File: config.mk
export PLATFORM = sky130hd
export DESIGN_NAME = deadline_aware_task_scheduler
export DESIGN_NICKNAME = d
export VERILOG_FILES = /design/src/dats_pkg.sv /design/src/dats_ctrl.sv /design/src/dats_datapath.sv /design/src/deadline_aware_task_scheduler.sv
export SDC_FILE = /design/constraint.sdc
export NUM_CORES = 2
export LEC_CHECK = 0
export CAP_MARGIN = 25
export CORE_ASPECT_RATIO = 0.6
export CORE_MARGIN = 5
export CORE_UTILIZATION = 40
export DETAILED_ROUTE_END_ITERATION = 6
export DONT_BUFFER_PORTS = 1
export HOLD_SLACK_MARGIN = 0.03
export SLEW_MARGIN = 25
export SYNTH_ARGS = -nofsm -noshare
export SYNTH_HDL_FRONTEND = slang
export SYNTH_HIERARCHICAL = 1
export SYNTH_SLANG_ARGS = --single-unit
File: constraint.sdc
create_clock -name clk -period 13.39 [get_ports clk]
set_input_delay 2.678 -clock clk [delete_from_list [all_inputs] [get_ports clk]]
set_output_delay 2.678 -clock clk [all_outputs]
set_load 0.02 [all_outputs]
File: src/dats_pkg.sv
// Shared types and constants for the deadline-aware task scheduler.
`timescale 1ns / 1ps
`default_nettype none

package dats_pkg;

  // Field and register widths
  localparam int TIME_W     = 32;
  localparam int PERIOD_W   = 20;
  localparam int PRIO_W     = 2;
  localparam int PRIOS_W    = 8;
  localparam int ENABLE_W   = 4;
  localparam int GUARD_W    = 16;
  localparam int CFG_IDX_W  = 3;
  localparam int CFG_DATA_W = 20;
  localparam int OUT_IDX_W  = 2;

  // Tasks that own a register slot
  localparam int REG_TASKS = 4;

  // Register reset values
  localparam logic [PERIOD_W-1:0] PERIOD_RESET = 20'd2000;
  localparam logic [PRIOS_W-1:0]  PRIO_RESET   = 8'd80;
  localparam logic [ENABLE_W-1:0] ENABLE_RESET = 4'hF;
  localparam logic [GUARD_W-1:0]  GUARD_RESET  = 16'd50;

  // Register indexes
  localparam logic [CFG_IDX_W-1:0] REG_PERIOD0    = 3'd0;
  localparam logic [CFG_IDX_W-1:0] REG_PERIOD1    = 3'd1;
  localparam logic [CFG_IDX_W-1:0] REG_PERIOD2    = 3'd2;
  localparam logic [CFG_IDX_W-1:0] REG_PERIOD3    = 3'd3;
  localparam logic [CFG_IDX_W-1:0] REG_PRIORITIES = 3'd4;
  localparam logic [CFG_IDX_W-1:0] REG_ENABLE     = 3'd5;
  localparam logic [CFG_IDX_W-1:0] REG_GUARD      = 3'd6;

  // Item kinds
  localparam logic KIND_DISPATCH   = 1'b0;
  localparam logic KIND_COMPLETION = 1'b1;

  // Running average: (9*avg + exec) / 10, shift-add reciprocal estimate
  // in three steps plus one remainder step
  localparam int ACC_W          = 36;
  localparam int AVG_DIVISOR    = 10;
  localparam int DIV_STEPS      = 4;
  localparam int DIV_CNT_W      = 2;

  typedef enum logic [2:0] {
    ST_IDLE,
    ST_ELAPSED,
    ST_EVAL,
    ST_DIVIDE,
    ST_COMMIT
  } state_t;

  typedef struct packed {
    logic load;
    logic elapsed;
    logic eval;
    logic div_step;
    logic commit;
  } dp_cmd_t;

  typedef struct packed {
    logic kind;
  } dp_status_t;

endpackage

`default_nettype wire

File: src/dats_ctrl.sv
// Controller state machine: sequences task scans, division and result commit.
`timescale 1ns / 1ps
`default_nettype none

module dats_ctrl #(
  parameter int TASK_COUNT = 4
) (
  input  wire logic                          clk,
  input  wire logic                          rst,
  input  wire logic                          in_valid,
  output logic                               in_ready,
  output logic                               out_valid,
  input  wire logic                          out_ready,
  output dats_pkg::dp_cmd_t                  cmd,
  output logic [$clog2(TASK_COUNT)-1:0]      task_sel,
  input  wire dats_pkg::dp_status_t          status
);
  import dats_pkg::*;

  localparam int IDX_W = $clog2(TASK_COUNT);

  state_t state, state_next;
  logic [DIV_CNT_W-1:0] div_cnt;
  logic last_task;
  logic div_last;
  logic commit_ok;

  assign last_task = (task_sel == IDX_W'(TASK_COUNT - 1));
  assign div_last  = (div_cnt == DIV_CNT_W'(DIV_STEPS - 1));
  assign commit_ok = !out_valid || out_ready;

  // Next state
  always_comb begin
    state_next = state;
    unique case (state)
      ST_IDLE: begin
        if (in_valid) state_next = ST_ELAPSED;
      end
      ST_ELAPSED: begin
        state_next = (status.kind == KIND_COMPLETION) ? ST_DIVIDE : ST_EVAL;
      end
      ST_EVAL: begin
        state_next = last_task ? ST_COMMIT : ST_ELAPSED;
      end
      ST_DIVIDE: begin
        if (div_last) state_next = ST_COMMIT;
      end
      ST_COMMIT: begin
        if (commit_ok) state_next = ST_IDLE;
      end
      default: state_next = ST_IDLE;
    endcase
  end

  // Datapath commands
  always_comb begin
    cmd      = '0;
    in_ready = 1'b0;
    unique case (state)
      ST_IDLE: begin
        in_ready = 1'b1;
        cmd.load = in_valid;
      end
      ST_ELAPSED: cmd.elapsed  = 1'b1;
      ST_EVAL:    cmd.eval     = 1'b1;
      ST_DIVIDE:  cmd.div_step = 1'b1;
      ST_COMMIT:  cmd.commit   = commit_ok;
      default: ;
    endcase
  end

  // State, counters and output valid
  always_ff @(posedge clk) begin
    if (rst) begin
      state     <= ST_IDLE;
      task_sel  <= '0;
      div_cnt   <= '0;
      out_valid <= 1'b0;
    end else begin
      state <= state_next;
      if (cmd.load) begin
        task_sel <= '0;
        div_cnt  <= '0;
      end
      if (cmd.eval && !last_task) task_sel <= task_sel + 1'b1;
      if (cmd.div_step) div_cnt <= div_cnt + 1'b1;
      if (cmd.commit) begin
        out_valid <= 1'b1;
      end else if (out_ready) begin
        out_valid <= 1'b0;
      end
    end
  end

endmodule

`default_nettype wire

File: src/dats_datapath.sv
// Datapath: configuration, per-task state, scan evaluation, divide-by-ten unit.
`timescale 1ns / 1ps
`default_nettype none

module dats_datapath #(
  parameter int TASK_COUNT = 4
) (
  input  wire logic                              clk,
  input  wire logic                              rst,
  input  wire dats_pkg::dp_cmd_t                 cmd,
  input  wire logic [$clog2(TASK_COUNT)-1:0]     task_sel,
  output dats_pkg::dp_status_t                   status,
  input  wire logic                              in_kind,
  input  wire logic [dats_pkg::TIME_W-1:0]       in_now,
  input  wire logic [dats_pkg::TIME_W-1:0]       in_exec,
  input  wire logic                              in_completed,
  input  wire logic                              cfg_valid,
  input  wire logic [dats_pkg::CFG_IDX_W-1:0]    cfg_index,
  input  wire logic [dats_pkg::CFG_DATA_W-1:0]   cfg_data,
  output logic                                   dispatched,
  output logic [dats_pkg::OUT_IDX_W-1:0]         task_index,
  output logic [dats_pkg::TIME_W-1:0]            avg_exec_us,
  output logic [dats_pkg::TIME_W-1:0]            missed_deadlines
);
  import dats_pkg::*;

  localparam int IDX_W = $clog2(TASK_COUNT);
  localparam int CMP_W = TIME_W + 2;

  // Configuration registers
  logic [PERIOD_W-1:0] period [REG_TASKS];
  logic [PRIOS_W-1:0]  prios;
  logic [ENABLE_W-1:0] enable;
  logic [GUARD_W-1:0]  guard;

  // Per-task state
  logic [TIME_W-1:0]     last_run [TASK_COUNT];
  logic [TIME_W-1:0]     avg_run  [TASK_COUNT];
  logic [TIME_W-1:0]     missed   [TASK_COUNT];
  logic [TASK_COUNT-1:0] marked;
  logic                  pend_valid;
  logic [IDX_W-1:0]      pend_task;

  // Captured transaction
  logic              kind_r;
  logic [TIME_W-1:0] now_r;
  logic [TIME_W-1:0] exec_r;
  logic              completed_r;

  // Scan registers
  logic [TIME_W-1:0]   el;
  logic [PERIOD_W-1:0] slack;
  logic                found;
  logic [IDX_W-1:0]    best;
  logic [PRIO_W-1:0]   best_prio;
  logic [TIME_W-1:0]   best_avg;
  logic [TIME_W-1:0]   best_missed;

  // Divider registers
  logic [ACC_W-1:0] div_x;
  logic [ACC_W-1:0] div_a;
  logic [ACC_W-1:0] div_b;
  logic [ACC_W-1:0] div_c;
  logic [ACC_W-1:0] div_r;

  // Per-task views of the register file
  logic [PERIOD_W-1:0] per_of  [TASK_COUNT];
  logic [PRIO_W-1:0]   base_of [TASK_COUNT];
  logic [TASK_COUNT-1:0] on_of;

  for (genvar g = 0; g < TASK_COUNT; g++) begin : g_task
    if (g < REG_TASKS) begin : g_reg
      assign per_of[g]  = period[g];
      assign base_of[g] = prios[PRIO_W*g +: PRIO_W];
      assign on_of[g]   = enable[g];
    end else begin : g_none
      assign per_of[g]  = PERIOD_RESET;
      assign base_of[g] = '0;
      assign on_of[g]   = 1'b0;
    end
  end

  // Select the task under work
  logic [IDX_W-1:0]    sel;
  logic [PERIOD_W-1:0] per_q;
  logic [TIME_W-1:0]   last_q;
  logic [TIME_W-1:0]   avg_q;
  logic [TIME_W-1:0]   missed_q;

  assign sel      = (kind_r == KIND_COMPLETION) ? pend_task : task_sel;
  assign per_q    = per_of[sel];
  assign last_q   = last_run[sel];
  assign avg_q    = avg_run[sel];
  assign missed_q = missed[sel];

  assign status.kind = kind_r;

  // Threshold compares against multiples of the period
  logic [CMP_W-1:0] el_x, per_x, per2, per3, per4;
  logic per_zero, due, miss_hit;
  logic b1, b2, b3;
  logic [PRIO_W-1:0] boost, dyn;
  logic skip, cand;
  logic [TIME_W:0] need;
  logic [PERIOD_W-1:0] slack_next;
  logic [TIME_W-1:0] missed_new;

  assign el_x     = {2'b00, el};
  assign per_x    = CMP_W'(per_q);
  assign per2     = per_x << 1;
  assign per3     = per_x + per2;
  assign per4     = per_x << 2;
  assign per_zero = (per_q == '0);
  assign due      = (el_x >= per_x);

  // Count a missed deadline once per run
  assign miss_hit   = on_of[sel] && (last_q != '0) && (el_x >= per2) && !marked[sel];
  assign missed_new = missed_q + TIME_W'(miss_hit);

  // Slack until task 0 is next due
  always_comb begin
    if (el < TIME_W'(per_q)) begin
      slack_next = per_q - el[PERIOD_W-1:0];
    end else begin
      slack_next = '0;
    end
  end

  // Skip a non-first task whose budget overruns the slack
  assign need = {1'b0, avg_q} + (TIME_W+1)'(guard);
  assign skip = (sel != '0) && (avg_q != '0) && (need > (TIME_W+1)'(slack));

  // Age by whole periods overdue, clipped at three
  assign b1 = per_zero ? (el != '0)            : (el_x >= per2);
  assign b2 = per_zero ? (el >= TIME_W'(2))    : (el_x >= per3);
  assign b3 = per_zero ? (el >= TIME_W'(3))    : (el_x >= per4);

  always_comb begin
    if (b3) begin
      boost = 2'd3;
    end else if (b2) begin
      boost = 2'd2;
    end else if (b1) begin
      boost = 2'd1;
    end else begin
      boost = 2'd0;
    end
  end

  assign dyn  = (base_of[sel] > boost) ? (base_of[sel] - boost) : '0;
  assign cand = on_of[sel] && due && !skip;

  // Dividend 9*avg + exec
  logic [ACC_W-1:0] dividend;
  assign dividend = {1'b0, avg_q, 3'b000} + ACC_W'(avg_q) + ACC_W'(exec_r);

  // Estimate x/10 as x*0.8/8 by shift-add stages; the estimate is exact or one low
  logic [ACC_W-1:0]  sum_a, sum_b, sum_c;
  logic [TIME_W-1:0] quot;

  assign sum_a = (div_x >> 1) + (div_x >> 2);
  assign sum_b = div_a + (div_a >> 8);
  assign sum_c = div_b + (div_b >> 32);
  assign quot  = div_c[TIME_W-1:0] + TIME_W'(div_r >= ACC_W'(AVG_DIVISOR));

  // Completion: advance or re-anchor the last-run time
  logic [TIME_W-1:0] last_new;
  always_comb begin
    if (last_q == '0 || el_x > per3) begin
      last_new = now_r;
    end else begin
      last_new = last_q + TIME_W'(per_q);
    end
  end

  // Report index at two bits
  logic [IDX_W+1:0] best_ext, pend_ext;
  assign best_ext = {2'b00, best};
  assign pend_ext = {2'b00, pend_task};

  // Configuration writes
  always_ff @(posedge clk) begin
    if (rst) begin
      for (int k = 0; k < REG_TASKS; k++) period[k] <= PERIOD_RESET;
      prios  <= PRIO_RESET;
      enable <= ENABLE_RESET;
      guard  <= GUARD_RESET;
    end else if (cfg_valid) begin
      unique case (cfg_index) inside
        REG_PERIOD0, REG_PERIOD1, REG_PERIOD2, REG_PERIOD3: begin
          period[cfg_index[1:0]] <= cfg_data;
        end
        REG_PRIORITIES: prios  <= cfg_data[PRIOS_W-1:0];
        REG_ENABLE:     enable <= cfg_data[ENABLE_W-1:0];
        REG_GUARD:      guard  <= cfg_data[GUARD_W-1:0];
        default: ;
      endcase
    end
  end

  // Task state, scan and commit
  always_ff @(posedge clk) begin
    if (rst) begin
      for (int k = 0; k < TASK_COUNT; k++) begin
        last_run[k] <= '0;
        avg_run[k]  <= '0;
        missed[k]   <= '0;
      end
      marked     <= '0;
      pend_valid <= 1'b0;
      pend_task  <= '0;
      kind_r     <= KIND_DISPATCH;
      found      <= 1'b0;
      best       <= '0;
      best_prio  <= '0;
    end else begin
      // Capture the transaction
      if (cmd.load) begin
        kind_r      <= in_kind;
        now_r       <= in_now;
        exec_r      <= in_exec;
        completed_r <= in_completed;
        found       <= 1'b0;
        best        <= '0;
        best_prio   <= '0;
      end

      // Elapsed time and dividend
      if (cmd.elapsed) begin
        el    <= now_r - last_q;
        div_x <= dividend;
      end

      // Evaluate one task
      if (cmd.eval) begin
        if (sel == '0) slack <= slack_next;
        if (miss_hit) begin
          missed[sel] <= missed_new;
          marked[sel] <= 1'b1;
        end
        if (cand && (!found || dyn < best_prio)) begin
          found       <= 1'b1;
          best        <= sel;
          best_prio   <= dyn;
          best_avg    <= avg_q;
          best_missed <= missed_new;
        end
      end

      // Advance the divider stages
      if (cmd.div_step) begin
        div_a <= sum_a + (sum_a >> 4);
        div_b <= sum_b + (sum_b >> 16);
        div_c <= sum_c >> 3;
        div_r <= div_x - (div_c << 3) - (div_c << 1);
      end

      // Commit the result
      if (cmd.commit) begin
        if (kind_r == KIND_DISPATCH) begin
          pend_valid       <= found;
          pend_task        <= found ? best : '0;
          dispatched       <= found;
          task_index       <= found ? best_ext[OUT_IDX_W-1:0] : '0;
          avg_exec_us      <= found ? best_avg : '0;
          missed_deadlines <= found ? best_missed : '0;
        end else begin
          pend_valid <= 1'b0;
          if (pend_valid) begin
            if (completed_r) begin
              avg_run[sel]  <= quot;
              last_run[sel] <= last_new;
              marked[sel]   <= 1'b0;
            end
            dispatched       <= 1'b1;
            task_index       <= pend_ext[OUT_IDX_W-1:0];
            avg_exec_us      <= completed_r ? quot : avg_q;
            missed_deadlines <= missed_q;
          end else begin
            dispatched       <= 1'b0;
            task_index       <= '0;
            avg_exec_us      <= '0;
            missed_deadlines <= '0;
          end
        end
      end
    end
  end

endmodule

`default_nettype wire

File: src/deadline_aware_task_scheduler.sv
// A dispatch runs one elapsed and one evaluate state per task in the shared compare
// unit, then the commit state.
// A completion runs the elapsed state, four steps of the divide-by-ten unit, then commit.
// One transaction is in work at a time; the next is accepted the cycle after commit.
// A waiting result does not block the accept but holds the next commit.
// Synchronous reset clears all task state and loads register defaults at once.
`timescale 1ns / 1ps
`default_nettype none

module deadline_aware_task_scheduler #(
  parameter int TASK_COUNT = 4
) (
  input  wire logic                              clk,
  input  wire logic                              rst,
  input  wire logic                              in_valid,
  output logic                                   in_ready,
  input  wire logic                              kind,
  input  wire logic [dats_pkg::TIME_W-1:0]       now_us,
  input  wire logic [dats_pkg::TIME_W-1:0]       exec_time_us,
  input  wire logic                              task_completed,
  output logic                                   out_valid,
  input  wire logic                              out_ready,
  output logic                                   dispatched,
  output logic [dats_pkg::OUT_IDX_W-1:0]         task_index,
  output logic [dats_pkg::TIME_W-1:0]            avg_exec_us,
  output logic [dats_pkg::TIME_W-1:0]            missed_deadlines,
  input  wire logic                              cfg_valid,
  output logic                                   cfg_ready,
  input  wire logic [dats_pkg::CFG_IDX_W-1:0]    cfg_index,
  input  wire logic [dats_pkg::CFG_DATA_W-1:0]   cfg_data
);
  import dats_pkg::*;

  localparam int IDX_W = $clog2(TASK_COUNT);

  dp_cmd_t          cmd;
  dp_status_t       status;
  logic [IDX_W-1:0] task_sel;

  // Registers accept a write every cycle
  assign cfg_ready = 1'b1;

  dats_ctrl #(
    .TASK_COUNT (TASK_COUNT)
  ) u_ctrl (
    .clk       (clk),
    .rst       (rst),
    .in_valid  (in_valid),
    .in_ready  (in_ready),
    .out_valid (out_valid),
    .out_ready (out_ready),
    .cmd       (cmd),
    .task_sel  (task_sel),
    .status    (status)
  );

  dats_datapath #(
    .TASK_COUNT (TASK_COUNT)
  ) u_datapath (
    .clk              (clk),
    .rst              (rst),
    .cmd              (cmd),
    .task_sel         (task_sel),
    .status           (status),
    .in_kind          (kind),
    .in_now           (now_us),
    .in_exec          (exec_time_us),
    .in_completed     (task_completed),
    .cfg_valid        (cfg_valid),
    .cfg_index        (cfg_index),
    .cfg_data         (cfg_data),
    .dispatched       (dispatched),
    .task_index       (task_index),
    .avg_exec_us      (avg_exec_us),
    .missed_deadlines (missed_deadlines)
  );

endmodule

`default_nettype wire
==> run_results.csv <==
group,metric,value,unit
place,placedCellCount,6917,
global_routing,grt_pass1_wl,262000,um
die,rows,106,
yosys,synth_area,0.0566,sq mm
yosys,synth_top_area_share,47.1,%
clock_tree,h-tree-depth,3,
setup_path,cp.arrival,11.03,ns
place,routabilityCongestion,0.962,
global_routing,globalRouteTotalUtil,23.6,%
setup_path,required,13.74,ns
yosys,ys_async_sr_fraction,0,%
setup_path,cpMostUsedCell,"ha_1",
timing,rsz0062_at_grt,"no",
timing,slew_headroom,27.9,%
global_routing,antenna_found_initial,10,
die,die_w,496,um
timing,period_share,79.7,%
setup_path,end_kind,"flip-flop",
timing,setup_slack,2.71,ns
clock_tree,cts_resized,0,
global_routing,grt_overflow,0,
drt,final_antenna_net_count,0,
setup_path,rr_startpoint,"u_datapath/status",
timing,min_period,10.68,ns
clock_tree,ctsRootBufferMaster,"clkbuf_16",
run_status,status,"complete, but fails checks",
timing,maxSlewViolCount,0,
clock_tree,clockBufferDepth,3,
power,leakage,23.5,nW
power,total_power,0.00849,W
drt,drt-wirelength-per-cell,25.4,um
global_routing,grt_max_degree,141,
clock_tree,worst_skew_pair.late_latency,0.74,ns
drt,avgViaCountPerCell,5.89,
clock_tree,cts_setup_buffers,0,
cells_and_area,syn_to_final_growth,9.90,%
drt,drc,8,
yosys,ys_types,89,
place,dpl.hpwl,135000,um
drt,dr.pass1.iters,7,
hold_path,min_path_type,"reg -> reg",
place,post-place-ws,2.95,ns
setup_path,criticalPathCategory,"reg -> reg",
cells_and_area,post-route-util,44.5,%
setup_path,critPathTopFamily,"compound AO/OA/AOI/OAI gates",
cells_and_area,stdcell_count,7099,
die,die_h,301,um
cells_and_area,drive_gt1_share,7.49,%
cells_and_area,final_nets,5685,
clock_tree,clock_sinks,937,
timing,setup_viol,0,
setup_path,worst-path-max-fanout,64,
yosys,seq_area_frac_synth,48.8,%
die,ioPinCount,164,
yosys,syn-num-nets,5685,
clock_tree,cts_buffers,95,
timing,setup_tns,0,ns
yosys,synth_edf_count,888,
hold_path,worstHoldStart,"u_datapath/best_prio[0]",
cells_and_area,n_fill_cell,13000,
setup_path,start_kind,"flip-flop",
yosys,synth.area.top_cells,"edfxtp_1, ha_1, xnor2_1",
setup_path,path_buf_inv,4,
power,ir_drop,0.0980,mV
timing,clock-skew-final,0.0496,ns
clock_tree,cts_tree,"built",
yosys,synthCells,5126,
yosys,ys.flop_type,"edfxtp_1",
clock_tree,path_clk_slew,0.07,ns
yosys,synth-seq-cells,937,
run_status,violations,"DRC",
die,core-area,0.140,sq mm
power,powerDensity,136,mW/mm^2
timing,fmax,93.7,MHz
timing,tightest_slew,1.05,ns
drt,wirelength,181000,um
place,port_buffers,0,
global_routing,grt_pass1_vias,37800,
setup_path,startpoint,"u_datapath/status",
yosys,yosys_warnings,6,
yosys,yosysTopAreaCell,"edfxtp_1",
flow_run,maxCapViolations,0,
setup_path,max_stage_delay,0.89,ns
drt,vias,41800,
timing,hold_viol,0,
setup_path,crit_slowest_cell,"a2111oi_4",
die,start_util,40.5,%
drt,drt_iter0_drc,5550,
die,die_area,0.149,sq mm
clock_tree,hold_buffers,0,
yosys,avgSynthCellArea,11.0,sq um
## cell families after synthesis
| kind of cell | count (synthesis) | synth area share (%) |
|---|---|---|
| other cells | 1 | 0.00662 |
| simple gates | 1680 | 14.0 |
| xor+xnor | 368 | 5.70 |
| fa+ha+maj | 473 | 11.3 |
| buf+inv | 477 | 3.34 |
| compound gates | 1024 | 11.7 |
| flops | 937 | 48.8 |
| mux | 166 | 5.18 |
## worst reg2reg max path: cells and delay by family (launching register included)
family	cells	cell delay, ns
AO/OA/AOI/OAI	18	4.80
AND/OR/NAND/NOR	8	2.09
adder cells (fa/ha/maj)	6	1.71
flip-flops	1	0.86
buffers and inverters	4	0.63
XOR/XNOR	1	0.13
## per-stage QoR
stage | hold slack, ns | area, sq um
after floorplan | 0.431 | 56600
final | 0.458 | 62200
after global placement | 0.437 | 59000
after global routing | 0.483 | 62200
after CTS | 0.456 | 62200
after detailed placement | 0.446 | 59000
## worst paths after layout
check | slack, ns | endpoint | depth (start not counted)
setup / recovery | 2.71 | u_datapath/best_missed[17] | 37
hold / removal | 0.46 | u_datapath/best_prio[0] | 2
setup reg to reg | 2.71 | u_datapath/best_missed[17] | 37
hold reg to reg | 0.46 | u_datapath/best_prio[0] | 2
## cell usage after synthesis (all sizes together) (9+ instances only)
master,instances
nand2b,72
or2,22
o2111ai,12
a22o,30
nand3,123
and3,79
o211ai,16
or3,22
a2111oi,11
mux4,101
nand3b,10
xor2,94
edfxtp,888
nor2b,50
inv,328
and2,34
o31ai,15
a211o,9
a31oi,31
dfxtp,49
o21ai,250
mux2i,60
o21a,64
a211oi,32
nor3,132
a21o,127
and4,15
a21oi,279
nor4,48
clkbuf,97
nand2,381
o21bai,36
nor2,588
nor3b,12
fa,69
a21boi,19
buf,51
ha,396
a31o,13
xnor2,274
nand4,65
## sequential cells by signal, summed over array words and instances (netlist names), 33 cells and up
signal,flops
u_datapath/period,80
u_datapath/div_b,36
u_datapath/missed,128
u_datapath/div_x,36
u_datapath/div_c,33
u_datapath/div_r,35
u_datapath/last_run,128
u_datapath/avg_run,128
u_datapath/div_a,36
## layout by cell type, fill, tap and decap left out, types with 30 or more instances in the layout
cell type,instances
a21o_1,127
o21a_1,64
nand4_1,65
a21oi_1,279
edfxtp_1,888
nor3_1,131
and2_1,32
ha_1,396
o21bai_1,36
nand3_1,122
buf_4,45
inv_1,325
mux4_2,101
a22o_1,30
a211oi_1,32
nor2b_1,43
and3_1,78
xnor2_1,273
xor2_1,94
nor2_1,586
mux2i_1,58
fa_1,69
o21ai_0,243
dfxtp_1,49
nand2_1,373
clkbuf_16,95
nor4_1,47
nand2b_1,72
a31oi_1,30
## power breakdown
part	switching, W	internal, W	total [W]	leakage, nW
combinational	0.00139	0.000850	0.00224	12.9
sequential	0.0000814	0.00341	0.00349	9.00
clock	0.00124	0.00153	0.00277	1.54
## cell type report
cell class | instances | area [sq um] | area share, %
Clock inverter | 56 | 643 | 1.03
Antenna cell | 1 | 2.50 | 0.00402
Clock buffer | 123 | 2560 | 4.12
Sequential cell | 937 | 27600 | 44.4
Inverter | 329 | 1240 | 1.99
Tap cell | 1890 | 2360 | 3.80
Timing Repair Buffer | 51 | 457 | 0.734
Multi-Input combinational cell | 3712 | 27300 | 43.9
## per-layer routing
metal / GRT usage, % / wire [um]
met1: 39.7 / 89900
met2: 29.5 / 66800
met3: 5.59 / 20100
met4: 5.11 / 3850
met5: 0 / 13
(Power assumes the default switching activity.)
